`src/design/bmq_pkg.sv`:
```
// bmq_pkg: shared types and constants of the bounded message queue
// no dependencies; imported by the interfaces and every design module
package bmq_pkg;

  // fixed field widths of the item channels
  localparam int OP_W   = 3;
  localparam int DATA_W = 64;
  localparam int LEN_W  = 4;
  localparam int CNT_W  = 5;
  localparam int ST_W   = 2;

  // configuration port widths
  localparam int CFG_ADDR_W = 3;
  localparam int CFG_DATA_W = 32;

  // register index codes (word index taken from paddr[2])
  localparam logic REG_MAX_ENTRIES = 1'b0;

  // reset value of the message limit
  localparam logic [CNT_W-1:0] MAX_ENTRIES_RESET = 5'd16;

  // operation codes
  localparam logic [OP_W-1:0] OP_PUSH    = 3'd0;
  localparam logic [OP_W-1:0] OP_UNDO    = 3'd1;
  localparam logic [OP_W-1:0] OP_DEQUEUE = 3'd2;
  localparam logic [OP_W-1:0] OP_PEEK    = 3'd3;
  localparam logic [OP_W-1:0] OP_CLEAR   = 3'd4;

  // status codes
  localparam logic [ST_W-1:0] ST_OK    = 2'd0;
  localparam logic [ST_W-1:0] ST_FULL  = 2'd1;
  localparam logic [ST_W-1:0] ST_EMPTY = 2'd2;

  // one stored message
  typedef struct packed {
    logic [LEN_W-1:0]  length;
    logic [DATA_W-1:0] data;
  } msg_t;

  // one result item held in the output register
  typedef struct packed {
    logic [ST_W-1:0]   status;
    logic [DATA_W-1:0] data;
    logic [LEN_W-1:0]  length;
    logic [CNT_W-1:0]  count;
  } res_t;

  // keep the low n bytes of a message word, clear the rest
  function automatic logic [DATA_W-1:0] byte_mask(input logic [LEN_W-1:0] n);
    logic [DATA_W-1:0] m;
    m = '0;
    for (int b = 0; b < DATA_W / 8; b++) begin
      m[8*b +: 8] = (n > LEN_W'(b)) ? 8'hFF : 8'h00;
    end
    return m;
  endfunction

endpackage

```
`src/design/bmq_if.sv`:
```
// bmq_if: valid/ready channel interfaces for operation items and result items
// depends on bmq_pkg for the field widths
interface bmq_in_if;
  import bmq_pkg::*;

  logic              valid;
  logic              ready;
  logic [OP_W-1:0]   opcode;
  logic [DATA_W-1:0] msg_data;
  logic [LEN_W-1:0]  msg_length;

  modport source (output valid, output opcode, output msg_data, output msg_length,
                  input ready);
  modport sink   (input valid, input opcode, input msg_data, input msg_length,
                  output ready);
endinterface

interface bmq_out_if;
  import bmq_pkg::*;

  logic              valid;
  logic              ready;
  logic [ST_W-1:0]   status;
  logic [DATA_W-1:0] out_data;
  logic [LEN_W-1:0]  out_length;
  logic [CNT_W-1:0]  entry_count;
  logic              is_empty;

  modport source (output valid, output status, output out_data, output out_length,
                  output entry_count, output is_empty, input ready);
  modport sink   (input valid, input status, input out_data, input out_length,
                  input entry_count, input is_empty, output ready);
endinterface

```
`src/design/bounded_message_queue.sv`:
```
// bounded_message_queue: bounded message FIFO with undo, dequeue, peek and clear
// push, undo, clear and empty-queue ops give their result in the cycle after accept;
// dequeue and peek on a non-empty queue go through the memory read and S_READ first
// throughput: one item per cycle while out_if takes results; no new item during a read
// reset (sync, rst_n low): queue empty, pointers zero, limit 16, no result pending
module bounded_message_queue #(
  parameter int DEPTH     = 16,
  parameter int MSG_BYTES = 8
) (
  input  logic                           clk,
  input  logic                           rst_n,
  bmq_in_if.sink                         in_if,
  bmq_out_if.source                      out_if,
  input  logic                           cfg_psel,
  input  logic                           cfg_penable,
  input  logic                           cfg_pwrite,
  input  logic [bmq_pkg::CFG_ADDR_W-1:0] cfg_paddr,
  input  logic [bmq_pkg::CFG_DATA_W-1:0] cfg_pwdata,
  output logic [bmq_pkg::CFG_DATA_W-1:0] cfg_prdata,
  output logic                           cfg_pready
);
  import bmq_pkg::*;

  localparam int PTR_W = (DEPTH > 1) ? $clog2(DEPTH) : 1;
  localparam logic [PTR_W-1:0] LAST_SLOT = PTR_W'(DEPTH - 1);
  localparam logic [LEN_W-1:0] LEN_MAX   = LEN_W'(MSG_BYTES);

  typedef enum logic {S_IDLE, S_READ} state_t;

  state_t           state_r, state_nxt;
  logic             out_valid_r, out_valid_nxt;
  res_t             res_r, res_nxt;
  logic [PTR_W-1:0] head_r, head_nxt;
  logic [PTR_W-1:0] tail_r, tail_nxt;
  logic [CNT_W-1:0] count_r, count_nxt;

  logic [CNT_W-1:0] max_entries;
  logic             in_fire;
  logic             full;
  logic             empty;
  logic [LEN_W-1:0] len_sat;
  logic [PTR_W-1:0] tail_next_slot, tail_prev_slot, head_next_slot;

  logic             wr_en;
  msg_t             wr_msg;
  logic             rd_en;
  logic [PTR_W-1:0] rd_addr;
  msg_t             rd_msg;

  // configuration registers
  bmq_regs u_regs (
    .clk         (clk),
    .rst_n       (rst_n),
    .psel        (cfg_psel),
    .penable     (cfg_penable),
    .pwrite      (cfg_pwrite),
    .paddr       (cfg_paddr),
    .pwdata      (cfg_pwdata),
    .prdata      (cfg_prdata),
    .pready      (cfg_pready),
    .max_entries (max_entries)
  );

  // message store; the queue only reads or writes it in a given cycle, and a read
  // issued right after a push sees the written entry, as the write lands first
  bmq_mem #(
    .DEPTH (DEPTH),
    .PTR_W (PTR_W)
  ) u_mem (
    .clk     (clk),
    .wr_en   (wr_en),
    .wr_addr (tail_r),
    .wr_msg  (wr_msg),
    .rd_en   (rd_en),
    .rd_addr (rd_addr),
    .rd_msg  (rd_msg)
  );

  // handshake
  assign in_if.ready = (state_r == S_IDLE) && (!out_valid_r || out_if.ready);
  assign in_fire     = in_if.valid && in_if.ready;

  // occupancy; limit is the smaller of the register and the store depth
  assign empty = (count_r == '0);
  assign full  = (count_r >= max_entries) || (32'(count_r) >= DEPTH);

  // ring pointer neighbors
  assign tail_next_slot = (tail_r == LAST_SLOT) ? '0 : tail_r + 1'b1;
  assign tail_prev_slot = (tail_r == '0) ? LAST_SLOT : tail_r - 1'b1;
  assign head_next_slot = (head_r == LAST_SLOT) ? '0 : head_r + 1'b1;

  // pushed message: length saturated, bytes past it cleared
  assign len_sat        = (in_if.msg_length > LEN_MAX) ? LEN_MAX : in_if.msg_length;
  assign wr_msg.length  = len_sat;
  assign wr_msg.data    = in_if.msg_data & byte_mask(len_sat);

  // operation decode and next state
  always_comb begin
    state_nxt     = state_r;
    out_valid_nxt = out_valid_r && !out_if.ready;
    res_nxt       = res_r;
    head_nxt      = head_r;
    tail_nxt      = tail_r;
    count_nxt     = count_r;
    wr_en         = 1'b0;
    rd_en         = 1'b0;
    rd_addr       = head_r;

    unique case (state_r)
      S_IDLE: begin
        if (in_fire) begin
          res_nxt.status = ST_OK;
          res_nxt.data   = '0;
          res_nxt.length = '0;
          out_valid_nxt  = 1'b1;
          unique case (in_if.opcode)
            OP_PUSH: begin
              if (full) begin
                res_nxt.status = ST_FULL;
              end else begin
                wr_en     = 1'b1;
                tail_nxt  = tail_next_slot;
                count_nxt = count_r + 1'b1;
              end
            end
            OP_UNDO: begin
              if (empty) begin
                res_nxt.status = ST_EMPTY;
              end else begin
                tail_nxt  = tail_prev_slot;
                count_nxt = count_r - 1'b1;
              end
            end
            OP_DEQUEUE: begin
              if (empty) begin
                res_nxt.status = ST_EMPTY;
              end else begin
                rd_en         = 1'b1;
                rd_addr       = head_r;
                head_nxt      = head_next_slot;
                count_nxt     = count_r - 1'b1;
                out_valid_nxt = 1'b0;
                state_nxt     = S_READ;
              end
            end
            OP_PEEK: begin
              if (empty) begin
                res_nxt.status = ST_EMPTY;
              end else begin
                rd_en         = 1'b1;
                rd_addr       = tail_prev_slot;
                out_valid_nxt = 1'b0;
                state_nxt     = S_READ;
              end
            end
            OP_CLEAR: begin
              head_nxt  = '0;
              tail_nxt  = '0;
              count_nxt = '0;
            end
            default: begin
            end
          endcase
          res_nxt.count = count_nxt;
        end
      end
      S_READ: begin
        // read data is back, output register is free here
        res_nxt.data   = rd_msg.data;
        res_nxt.length = rd_msg.length;
        out_valid_nxt  = 1'b1;
        state_nxt      = S_IDLE;
      end
      default: begin
        state_nxt = S_IDLE;
      end
    endcase
  end

  // state, pointers and output register
  always_ff @(posedge clk) begin
    if (!rst_n) begin
      state_r     <= S_IDLE;
      out_valid_r <= 1'b0;
      head_r      <= '0;
      tail_r      <= '0;
      count_r     <= '0;
    end else begin
      state_r     <= state_nxt;
      out_valid_r <= out_valid_nxt;
      head_r      <= head_nxt;
      tail_r      <= tail_nxt;
      count_r     <= count_nxt;
    end
    res_r <= res_nxt;
  end

  // result channel
  assign out_if.valid       = out_valid_r;
  assign out_if.status      = res_r.status;
  assign out_if.out_data    = res_r.data;
  assign out_if.out_length  = res_r.length;
  assign out_if.entry_count = res_r.count;
  assign out_if.is_empty    = (res_r.count == '0);

`ifndef SYNTHESIS
  // a read in flight never finds a result still waiting
  a_read_out_free: assert property (@(posedge clk) disable iff (!rst_n)
    (state_r == S_READ) |-> !out_valid_r)
    else $error("result pending while memory read in flight");

  // occupancy stays within the store
  a_count_bound: assert property (@(posedge clk) disable iff (!rst_n)
    32'(count_r) <= DEPTH)
    else $error("held count beyond store depth");

  // clear empties the queue and rewinds both pointers
  a_clear_empties: assert property (@(posedge clk) disable iff (!rst_n)
    (in_fire && (in_if.opcode == OP_CLEAR)) |=>
      ((count_r == '0) && (head_r == '0) && (tail_r == '0)))
    else $error("clear left queue non-empty");

  // a dropped push leaves the queue untouched
  a_full_push_holds: assert property (@(posedge clk) disable iff (!rst_n)
    (in_fire && (in_if.opcode == OP_PUSH) && full) |=>
      ($stable(count_r) && $stable(tail_r) && (res_r.status == ST_FULL)))
    else $error("full push changed queue state");

  // a memory write and a memory read never share a cycle
  a_one_access: assert property (@(posedge clk) disable iff (!rst_n)
    !(wr_en && rd_en))
    else $error("store read and written in one cycle");
`endif

endmodule

```
`src/design/bmq_regs.sv`:
```
// bmq_regs: APB-style configuration register block (message limit)
// depends on bmq_pkg
module bmq_regs (
  input  logic                           clk,
  input  logic                           rst_n,
  input  logic                           psel,
  input  logic                           penable,
  input  logic                           pwrite,
  input  logic [bmq_pkg::CFG_ADDR_W-1:0] paddr,
  input  logic [bmq_pkg::CFG_DATA_W-1:0] pwdata,
  output logic [bmq_pkg::CFG_DATA_W-1:0] prdata,
  output logic                           pready,
  output logic [bmq_pkg::CNT_W-1:0]      max_entries
);
  import bmq_pkg::*;

  logic [CNT_W-1:0] max_entries_r;
  logic             wr_hit;

  // zero wait states
  assign pready = 1'b1;
  assign wr_hit = psel && penable && pwrite && pready &&
                  (paddr[CFG_ADDR_W-1] == REG_MAX_ENTRIES);

  // limit register
  always_ff @(posedge clk) begin
    if (!rst_n) begin
      max_entries_r <= MAX_ENTRIES_RESET;
    end else if (wr_hit) begin
      max_entries_r <= pwdata[CNT_W-1:0];
    end
  end

  // read back
  always_comb begin
    prdata = '0;
    if (paddr[CFG_ADDR_W-1] == REG_MAX_ENTRIES) begin
      prdata = CFG_DATA_W'(max_entries_r);
    end
  end

  assign max_entries = max_entries_r;

endmodule

```
`src/design/bmq_mem.sv`:
```
// bmq_mem: message store, one write port and one read port with registered read data
// depends on bmq_pkg for the message type
module bmq_mem #(
  parameter int DEPTH = 16,
  parameter int PTR_W = 4
) (
  input  logic                clk,
  input  logic                wr_en,
  input  logic [PTR_W-1:0]    wr_addr,
  input  bmq_pkg::msg_t       wr_msg,
  input  logic                rd_en,
  input  logic [PTR_W-1:0]    rd_addr,
  output bmq_pkg::msg_t       rd_msg
);
  import bmq_pkg::*;

  msg_t mem_r [DEPTH];
  msg_t rd_msg_r;

  // write port
  always_ff @(posedge clk) begin
    if (wr_en) begin
      mem_r[wr_addr] <= wr_msg;
    end
  end

  // read port, data holds until the next read
  always_ff @(posedge clk) begin
    if (rd_en) begin
      rd_msg_r <= mem_r[rd_addr];
    end
  end

  assign rd_msg = rd_msg_r;

endmodule
```
`src/flat_wrapper.sv`:
```
// flat-port wrapper written by rule: the top's interface ports become plain ports
module bounded_message_queue_flat import bmq_pkg::*;
#(
  parameter int DEPTH     = 16,
  parameter int MSG_BYTES = 8
)
  (clk, rst_n, cfg_psel, cfg_penable, cfg_pwrite, cfg_paddr, cfg_pwdata, cfg_prdata, cfg_pready, in_if_valid, in_if_opcode, in_if_msg_data, in_if_msg_length, in_if_ready, out_if_valid, out_if_status, out_if_out_data, out_if_out_length, out_if_entry_count, out_if_is_empty, out_if_ready);
  bmq_in_if in_if_i ();
  bmq_out_if out_if_i ();
  input  logic clk;
  input  logic rst_n;
  input  logic cfg_psel;
  input  logic cfg_penable;
  input  logic cfg_pwrite;
  input  logic [bmq_pkg::CFG_ADDR_W-1:0] cfg_paddr;
  input  logic [bmq_pkg::CFG_DATA_W-1:0] cfg_pwdata;
  output logic [bmq_pkg::CFG_DATA_W-1:0] cfg_prdata;
  output logic cfg_pready;
  input wire logic [$bits(in_if_i.valid)-1:0] in_if_valid;
  input wire logic [$bits(in_if_i.opcode)-1:0] in_if_opcode;
  input wire logic [$bits(in_if_i.msg_data)-1:0] in_if_msg_data;
  input wire logic [$bits(in_if_i.msg_length)-1:0] in_if_msg_length;
  output wire logic [$bits(in_if_i.ready)-1:0] in_if_ready;
  output wire logic [$bits(out_if_i.valid)-1:0] out_if_valid;
  output wire logic [$bits(out_if_i.status)-1:0] out_if_status;
  output wire logic [$bits(out_if_i.out_data)-1:0] out_if_out_data;
  output wire logic [$bits(out_if_i.out_length)-1:0] out_if_out_length;
  output wire logic [$bits(out_if_i.entry_count)-1:0] out_if_entry_count;
  output wire logic [$bits(out_if_i.is_empty)-1:0] out_if_is_empty;
  input wire logic [$bits(out_if_i.ready)-1:0] out_if_ready;
  assign in_if_i.valid = in_if_valid;
  assign in_if_i.opcode = in_if_opcode;
  assign in_if_i.msg_data = in_if_msg_data;
  assign in_if_i.msg_length = in_if_msg_length;
  assign in_if_ready = in_if_i.ready;
  assign out_if_valid = out_if_i.valid;
  assign out_if_status = out_if_i.status;
  assign out_if_out_data = out_if_i.out_data;
  assign out_if_out_length = out_if_i.out_length;
  assign out_if_entry_count = out_if_i.entry_count;
  assign out_if_is_empty = out_if_i.is_empty;
  assign out_if_i.ready = out_if_ready;
  bounded_message_queue #(.DEPTH(DEPTH), .MSG_BYTES(MSG_BYTES)) u_core (.clk(clk), .rst_n(rst_n), .in_if(in_if_i), .out_if(out_if_i), .cfg_psel(cfg_psel), .cfg_penable(cfg_penable), .cfg_pwrite(cfg_pwrite), .cfg_paddr(cfg_paddr), .cfg_pwdata(cfg_pwdata), .cfg_prdata(cfg_prdata), .cfg_pready(cfg_pready));
endmodule
```
`config.mk`:
```
export PLATFORM = sky130hd
export DESIGN_NAME = bounded_message_queue_flat
export DESIGN_NICKNAME = d
export VERILOG_FILES = /design/src/design/bmq_pkg.sv /design/src/design/bmq_if.sv /design/src/design/bounded_message_queue.sv /design/src/design/bmq_regs.sv /design/src/design/bmq_mem.sv /design/src/flat_wrapper.sv
export SDC_FILE = /design/constraint.sdc
export NUM_CORES = 1
export LEC_CHECK = 0
export BUFFER_PORTS_ARGS = -buffer_cell sky130_fd_sc_hd__buf_2
export CAP_MARGIN = 0
export CORE_UTILIZATION = 47
export CTS_CLUSTER_DIAMETER = 30
export DETAILED_ROUTE_END_ITERATION = 12
export HOLD_SLACK_MARGIN = 0.1
export PLACE_DENSITY = 0.77
export SLEW_MARGIN = 0
export SYNTH_ARGS = -nofsm -noshare
export SYNTH_HDL_FRONTEND = slang
export SYNTH_SLANG_ARGS = --single-unit
```
`constraint.sdc`:
```
create_clock -name clk -period 7.7 [get_ports clk]
set_clock_uncertainty 0.2 [all_clocks]
set_input_delay 1.54 -clock clk [delete_from_list [all_inputs] [get_ports clk]]
set_output_delay 1.54 -clock clk [all_outputs]
set_load 0.03 [all_outputs]
```
==> reports/summary.log, run 1 <==
qor: status.outcome finished clean
qor: setup_path.worstPathRequired 8.04 ns
qor: clock_tree.ctsResizeCount 0
qor: drt.first_iter_violations 4761
qor: drt.via_per_inst 6.55
qor: grt.grt-ovfl-total 0
qor: timing.timing.max_slew.rel_slack 15.3%
qor: timing.hold_viol 0
qor: clock_tree.clk_root_buffer_cell clkbuf_16
qor: pwr.seq_power_share 41.4%
qor: die.placement_rows 128
qor: pwr.clock_power_share 54.1%
qor: synthesis.yosys.area.top_type_share 63.6%
qor: synthesis.synth.lib_cells_used.distinct 62
qor: pwr.power.switching_fraction 22.5%
qor: drt.m1WireLength 55200 um
qor: drt.top_routing_layer_used met4
qor: setup_path.timing.critical_path.slowest_cell_delay 0.97 ns
qor: synthesis.synth-edff-count 1231
qor: drt.wl_met2 75200 um
qor: synthesis.synth-seq-cells 1251
qor: pwr.cell_area_power_density 268 nW/um2
qor: drt.detailroute.via_count 35000
qor: final_layout.final_nets 3648
qor: pwr.internal_power 0.0142 W
qor: setup_path.path_class input port to flip-flop
qor: hold_path.hold_path_class flip-flop to flip-flop
qor: grt.grt_max_degree 197
qor: timing.period_minus_slack 5.17 ns
qor: final_layout.area_growth_syn_to_layout 17.9%
qor: timing.tightestPinTransition 1.27 ns
qor: timing.timing.setup.tns 0 ns
qor: synthesis.syn_area_per_cell 17.5 um2
qor: pwr.worst_ir_drop_vdd 0.188 mV
qor: drt.routed_wl 153000 um
qor: drt.detail_route.drc_violations 0
qor: setup_path.worstPathArrival 5.51 ns
qor: clock_tree.cts_inserted_buffers 228
qor: timing.post-route-period-util 67.2%
qor: die.die_area 125000 um2
qor: placed_design.numPortBuffers 166
qor: pwr.p_sw 0.00414 W
qor: timing.grt_setup_unrepaired no
qor: flow_run.maxcap_viol_count 0
qor: drt.first_pass_drt_iterations 5
qor: placed_design.place.detailed.hpwl 77400 um
qor: timing.setup-violations-final 0
qor: setup_path.crit_path_max_fo 78
qor: drt.postRouteAntennaNets 0
qor: final_layout.layout-drive-gt1-share 32.3%
qor: drt.wl_met3 17600 um
qor: grt.grt_first_pass_wirelength 226000 um
qor: setup_path.cpLargestDelayFamily simple AND/OR/NAND/NOR gates
qor: die.num_io_pins 224
qor: pwr.static-leakage-power 22.9 nW
qor: clock_tree.clkSlewWorstSetupHoldPaths 0.05 ns
qor: placed_design.placer_s_final_routability_congestion_estimate 0.794
qor: synthesis.synthDominantAreaCellType edfxtp_1
qor: synthesis.most_used_flip_flop_cell_after_synthesis edfxtp_1
qor: synthesis.synth.area.top_cells edfxtp_1 64%, mux4_2 21%, o211ai_1 3.5%
qor: drt.route.detailed.wl_per_inst 28.7 um
qor: clock_tree.hold_buffers 0
qor: clock_tree.postCtsSetupBuffers 0
qor: setup_path.worstSetupStartpointType input port
qor: grt.grt_antenna_before_repair 4
qor: synthesis.asyncSetResetFlopFracSynth 0%
qor: setup_path.crit_path_cell_trace buf_2 -> nand2b_1 -> nand2_1 -> or4_4 -> and2_4 -> buf_4 -> o211ai_1 -> and4_1
qor: clock_tree.htree_levels 4
qor: die.initial_core_util 47.6%
qor: setup_path.setup.worst_path.end_class flip-flop
qor: clock_tree.clock-sinks 1251
qor: synthesis.synth-warning-count 0
qor: die.die-height 354 um
qor: grt.global_route.usage.total 24.3%
qor: final_layout.utilization 56.1%
qor: grt.grt_pass1_vias 36000
qor: clock_tree.tritoncts_clock_tree done
qor: die.die_w 354 um
qor: setup_path.worstPathBufferInverterCount 2
qor: synthesis.post_synth_inst_count 3321
qor: die.core_area 122000 um2
qor: timing.hold_slack 0.294 ns
qor: timing.final_max_slew_viol_count 0
qor: clock_tree.clock_tree.buffer_depth 3
qor: clock_tree.insertion_delay 0.79 ns
qor: timing.max_clock_freq 193 MHz
qor: pwr.p_comb_share 4.6%
qor: setup_path.crit_path_top_delay_cell and2_4
qor: synthesis.synth.yosys.seq_area_share 64.3%
qor: synthesis.syn-cell-area 58100 um2
logic make-up after synthesis:
kind of cell / share of synthesized area, %
DFF: 64.3
and+or+nand+nor: 5.93
buffers and inverters: 4.12
muxes: 21.2
AOI/OAI and AO/OA: 4.15
adders and majority gates: 0.280
other: 0.0129
xor gates and xnor gates: 0.0301
cells in the final DEF, fill, tap and decap left out, drive strengths merged, types with 4 or more instances in the layout:
cell | netlist | layout
edfxtp | 1231 | 1231
mux4 | 544 | 544
inv | 284 | 328
nand3 | 276 | 276
o211ai | 273 | 273
clkbuf | 165 | 254
buf | 126 | 236
clkinv | 1 | 88
and2 | 87 | 87
and4 | 68 | 68
nor2b | 56 | 56
nor2 | 41 | 41
conb | 2 | 28
nand2 | 22 | 22
clkinvlp | 0 | 22
bufinv | 0 | 22
dfxtp | 20 | 20
a21oi | 16 | 16
ha | 13 | 13
nor3 | 13 | 13
o21ai | 12 | 12
mux2i | 8 | 8
or3 | 6 | 6
nand2b | 5 | 5
a211oi | 4 | 4
nor4 | 4 | 4
metal layers:
metal / up-vias / GRT usage, %
li1: 14100 / -
met1: 18000 / 31.1
met2: 2589 / 39.6
met3: 386 / 6.21
met4: 0 / 10.3
met5: - / 0
cell type report:
class / instances / area (um2)
Antenna cell: 1 / 2.50
Inverter: 285 / 1070
Clock inverter: 175 / 1870
Timing Repair Buffer: 236 / 1580
Multi-Input combinational cell: 1520 / 18700
Fill cell: 8789 / 53600
Sequential cell: 1251 / 37400
Tap cell: 1625 / 2030
Clock buffer: 254 / 5920
cell usage after synthesis (8+ instances only):
cell	n
and4_1	68
nor3_1	13
edfxtp_1	1231
and2_1	86
buf_4	30
clkbuf_1	165
ha_1	13
inv_1	283
o211ai_1	273
o21ai_0	12
buf_1	20
nor2_1	40
nand2_1	22
mux4_2	544
nor2b_1	56
dfxtp_1	20
a21oi_1	15
buf_2	72
mux2i_1	8
nand3_1	276
flip-flops by register name, indices dropped and copies added (netlist names), 4 cells and up:
signal and cells:
u_core.u_regs.max_entries 5, u_core.u_mem.mem_r 1088, u_core.tail_r 4, u_core.count_r 5, u_core.out_if.entry_count 5, u_core.u_mem.rd_msg 68, u_core.out_if.out_length 4, u_core.out_if.out_data 64
u_core.head_r 4
worst min-delay path, cell delays in order (launching register included):
cell and delay [ns]:
dfxtp_1 0.32, mux2i_1 0.07, nor2_1 0.08
metrics by stage:
step | instance area [um2] | cells | setup WS, ns | power [W]
detailed placement | 60800 | 4917 | 1.85 | 0.00855
global placement | 60800 | 4917 | 1.94 | 0.00853
finish | 68600 | 5347 | 2.53 | 0.0184
CTS | 68600 | 5346 | 2.65 | 0.0184
floorplan | 58300 | 3347 | 1.53 | 0.00831
global route | 68600 | 5346 | 2.41 | 0.0188
power groups by stage:
stage | clock, W | combinational [W] | sequential, W
2_1_floorplan | 0 | 0.000549 | 0.00777
3_3_place_gp | 0 | 0.000802 | 0.00773
3_5_place_dp | 0 | 0.000819 | 0.00773
4_1_cts | 0.0100 | 0.000831 | 0.00760
5_1_grt | 0.0103 | 0.000889 | 0.00760
6_report | 0.00993 | 0.000836 | 0.00760
final timing paths:
| path | slack, ns | to | start | cells after the start |
|---|---|---|---|---|
| setup reg to reg | 2.72 | u_core.u_mem.rd_msg[37]$_DFFE_PP_ | u_core.count_r[1]$_SDFFE_PN0P_ | 9 |
| setup / recovery | 2.53 | u_core.u_mem.rd_msg[37]$_DFFE_PP_ | out_if_ready | 8 |
| hold reg to reg | 0.29 | u_core.u_regs.max_entries[2]$_SDFFE_PN0P_ | u_core.u_regs.max_entries[2]$_SDFFE_PN0P_ | 2 |
| hold / removal | 0.29 | u_core.u_regs.max_entries[2]$_SDFFE_PN0P_ | u_core.u_regs.max_entries[2]$_SDFFE_PN0P_ | 2 |
(Power assumes the default switching activity.)
==> inputs of run 2 (changes only) <==
clock period = 4.4 ns   (was 7.7 ns; I/O delays follow)
==> reports/summary.log, run 2 (synthesis gave the netlist of run 1 again) <==
qor: status.outcome finished clean
qor: die.core_area 122000 um2 [unchanged]
qor: placed_design.place_area 61600 um2 [+1.3%]
qor: final_layout.largest_register_ff_count 1088 [unchanged]
qor: clock_tree.postCtsSetupBuffers 0 [unchanged]
qor: placed_design.dp.cells 4962 [+0.92%]
qor: clock_tree.ctsResizeCount 0 [unchanged]
qor: timing.final_max_slew_viol_count 0 [unchanged]
qor: drt.detail_route.drc_violations 0 [unchanged]
qor: timing.post-route-period-util 82.1%
qor: final_layout.final_nets 3693 [+1.2%]
qor: die.placement_rows 128 [unchanged]
qor: pwr.worst_ir_drop_vdd 0.325 mV [+73%]
qor: clock_tree.htree_levels 4 [unchanged]
qor: setup_path.worstReg2RegEnd u_core.u_mem.rd_msg[36]$_DFFE_PP_
qor: drt.first_pass_drt_iterations 8 [+3]
qor: setup_path.crit_path_max_fo 28 [-64%]
qor: drt.via_per_inst 6.51 [-0.57%]
qor: clock_tree.cts_inserted_buffers 224 [-1.8%]
qor: placed_design.placer_s_final_routability_congestion_estimate 0.783 [-1.3%]
qor: setup_path.timing.rr.start u_core.tail_r[2]$_SDFFE_PN0P_
qor: setup_path.cp_startpoint u_core.tail_r[2]$_SDFFE_PN0P_
qor: final_layout.final-seq-area 37400 um2 [unchanged]
qor: timing.setup-violations-final 0 [unchanged]
qor: drt.routed_wl 153000 um [about the same]
qor: timing.max_clock_freq 277 MHz
qor: clock_tree.clkSlewWorstSetupHoldPaths 0.06 ns [about the same]
qor: drt.postRouteAntennaNets 0 [unchanged]
qor: timing.timing.max_slew.rel_slack 18.8% [+3.6 points]
qor: final_layout.mostFrequentLayoutCell edfxtp_1
qor: setup_path.worstPathArrival 3.97 ns [-1.54 ns]
qor: die.die_area 125000 um2 [unchanged]
qor: grt.grt_antenna_before_repair 5 [+1]
qor: grt.grt_first_pass_wirelength 227000 um [+0.56%]
qor: clock_tree.clock_tree.buffer_depth 3 [unchanged]
qor: final_layout.fillCellCount 8722 [-0.76%]
qor: setup_path.timing.critical_path.slowest_cell_delay 0.78 ns [-0.19 ns]
qor: setup_path.crit_path_end u_core.u_mem.rd_msg[36]$_DFFE_PP_
qor: grt.grt_max_degree 143 [-27%]
qor: timing.hold_viol 0 [unchanged]
qor: clock_tree.tritoncts_clock_tree done
qor: grt.global_route.usage.total 24.5% [+0.19 points]
qor: setup_path.worstSetupStartpointType flip-flop
qor: drt.first_iter_violations 4574 [-3.9%]
qor: clock_tree.clk_root_buffer_cell clkbuf_16
qor: die.die_w 354 um [unchanged]
qor: setup_path.setup.worst_path.end_class flip-flop
qor: grt.grt_most_used_layer met2
qor: final_layout.layout.cells.most_common_list 1231 x edfxtp_1, 544 x mux4_2, 283 x inv_1
qor: final_layout.multi_input_comb_area 18700 um2 [unchanged]
qor: setup_path.crit_path_cell_trace nor2_1 -> a21oi_4 -> buf_12 -> buf_4 -> mux4_2 -> nand3_1 -> o211ai_1 -> and4_1
qor: timing.timing.setup.tns 0 ns [unchanged]
qor: setup_path.worstPathRequired 4.76 ns [-3.28 ns]
qor: die.die-height 354 um [unchanged]
qor: final_layout.area_growth_syn_to_layout 19.5%
qor: die.num_io_pins 224 [unchanged]
qor: placed_design.place.detailed.hpwl 80200 um [+3.7%]
qor: placed_design.numPortBuffers 166 [unchanged]
qor: setup_path.path_class flip-flop to flip-flop
qor: timing.period_minus_slack 3.61 ns
qor: timing.final.setup.worst_slack 0.789 ns [-1.74 ns]
qor: final_layout.finalNonFillerCells 5396 [+0.92%]
qor: clock_tree.insertion_delay 0.80 ns [about the same]
qor: grt.grt_pass1_vias 36200 [+0.55%]
qor: grt.met2_usage 39.0% [-0.59 points]
qor: hold_path.hold_path_class input port to flip-flop
qor: final_layout.layout-drive-gt1-share 33.2% [+0.94 points]
qor: setup_path.cells_on_worst_reg2reg_path 8 [-1]
qor: clock_tree.clock-sinks 1251 [unchanged]
qor: grt.met3_usage 6.17% [-0.041 points]
qor: setup_path.crit_path_top_delay_cell dfxtp_1
qor: final_layout.regMostFlops u_core.u_mem.mem_r
qor: placed_design.pre_cts_ws 0.533 ns [-1.31 ns]
qor: drt.route.detailed.wl_per_inst 28.4 um [-0.82%]
qor: die.initial_core_util 47.6% [unchanged]
qor: pwr.static-leakage-power 23.2 nW [+1.7%]
qor: timing.grt_setup_unrepaired no
qor: setup_path.r2r_setup_slack 0.79 ns [-1.93 ns]
qor: grt.grt-ovfl-total 0 [unchanged]
qor: grt.groute.layer.met1.usage 32.1% [+0.99 points]
qor: pwr.cell_area_power_density 465 nW/um2 [+74%]
qor: final_layout.utilization 56.9% [+0.75 points]
qor: drt.detailroute.via_count 35100 [+0.34%]
qor: timing.tightestPinTransition 1.22 ns [-0.0511 ns]
qor: final_layout.final_design_area_no_fill 69500 um2 [+1.3%]
qor: flow_run.maxcap_viol_count 0 [unchanged]
run 2: cell type report:
| type | instances | share of cell area [%] |
|---|---|---|
| flip-flops and latches | 1251 | 53.8 |
| multi-input cells | 1520 | 26.9 |
| clock buffers | 249 | 8.29 |
| repair buffers | 285 | 3.49 |
| clock inverters | 179 | 3.03 |
| well taps | 1625 | 2.93 |
| inverters | 285 | 1.54 |
| diodes | 2 | 0.00720 |
run 2: per-layer routing:
metal,up-vias,share of wire [%]
met5,-,0
li1,14100,-
met2,2597,48
met1,18000,36
met3,373,12
met4,0,3.7
run 2: worst max-delay path: cells and delay by family (launching register included):
family | cells | cell delay (ns)
flip-flops | 1 | 0.78
buffers and inverters | 2 | 0.76
multiplexers | 1 | 0.57
AND/OR/NAND/NOR | 3 | 0.51
AO/OA/AOI/OAI | 2 | 0.49
run 2: worst min path at each step:
stage                                              start                                        end  slack (ns)  depth (start not counted)
2_1_floorplan  u_core.u_regs.max_entries[1]$_SDFFE_PN0P_  u_core.u_regs.max_entries[1]$_SDFFE_PN0P_        0.26                          2
3_3_place_gp   u_core.u_regs.max_entries[3]$_SDFFE_PN0P_  u_core.u_regs.max_entries[3]$_SDFFE_PN0P_        0.28                          2
3_5_place_dp   u_core.u_regs.max_entries[3]$_SDFFE_PN0P_  u_core.u_regs.max_entries[3]$_SDFFE_PN0P_        0.29                          2
4_1_cts                                    cfg_pwdata[0]  u_core.u_regs.max_entries[0]$_SDFFE_PN0P_        0.12                          3
5_1_grt                                    cfg_pwdata[0]  u_core.u_regs.max_entries[0]$_SDFFE_PN0P_        0.14                          3
6_report                                   cfg_pwdata[1]  u_core.u_regs.max_entries[1]$_SDFFE_PN0P_        0.16                          3
run 2: power breakdown:
part | internal, W | switching [W] | leakage [nW]
Clock | 0.0111 | 0.00640 | 3.78
Sequential | 0.0132 | 0.0000516 | 11.4
Combinational | 0.000558 | 0.000927 | 8.06
Total | 0.0249 | 0.00738 | 23.2
run 2: metrics by stage:
step,hold WS [ns],total power [W]
final,0.156,0.0323
after floorplan,0.263,0.0145
after global routing,0.144,0.0331
after detailed placement,0.293,0.0150
after global placement,0.276,0.0149
after CTS,0.117,0.0324
run 2: timing repair:
item | CTS | global route
hold endpoints to repair | 4 | 0
setup endpoints to repair | 0 | 0
hold buffers | 4 | 0
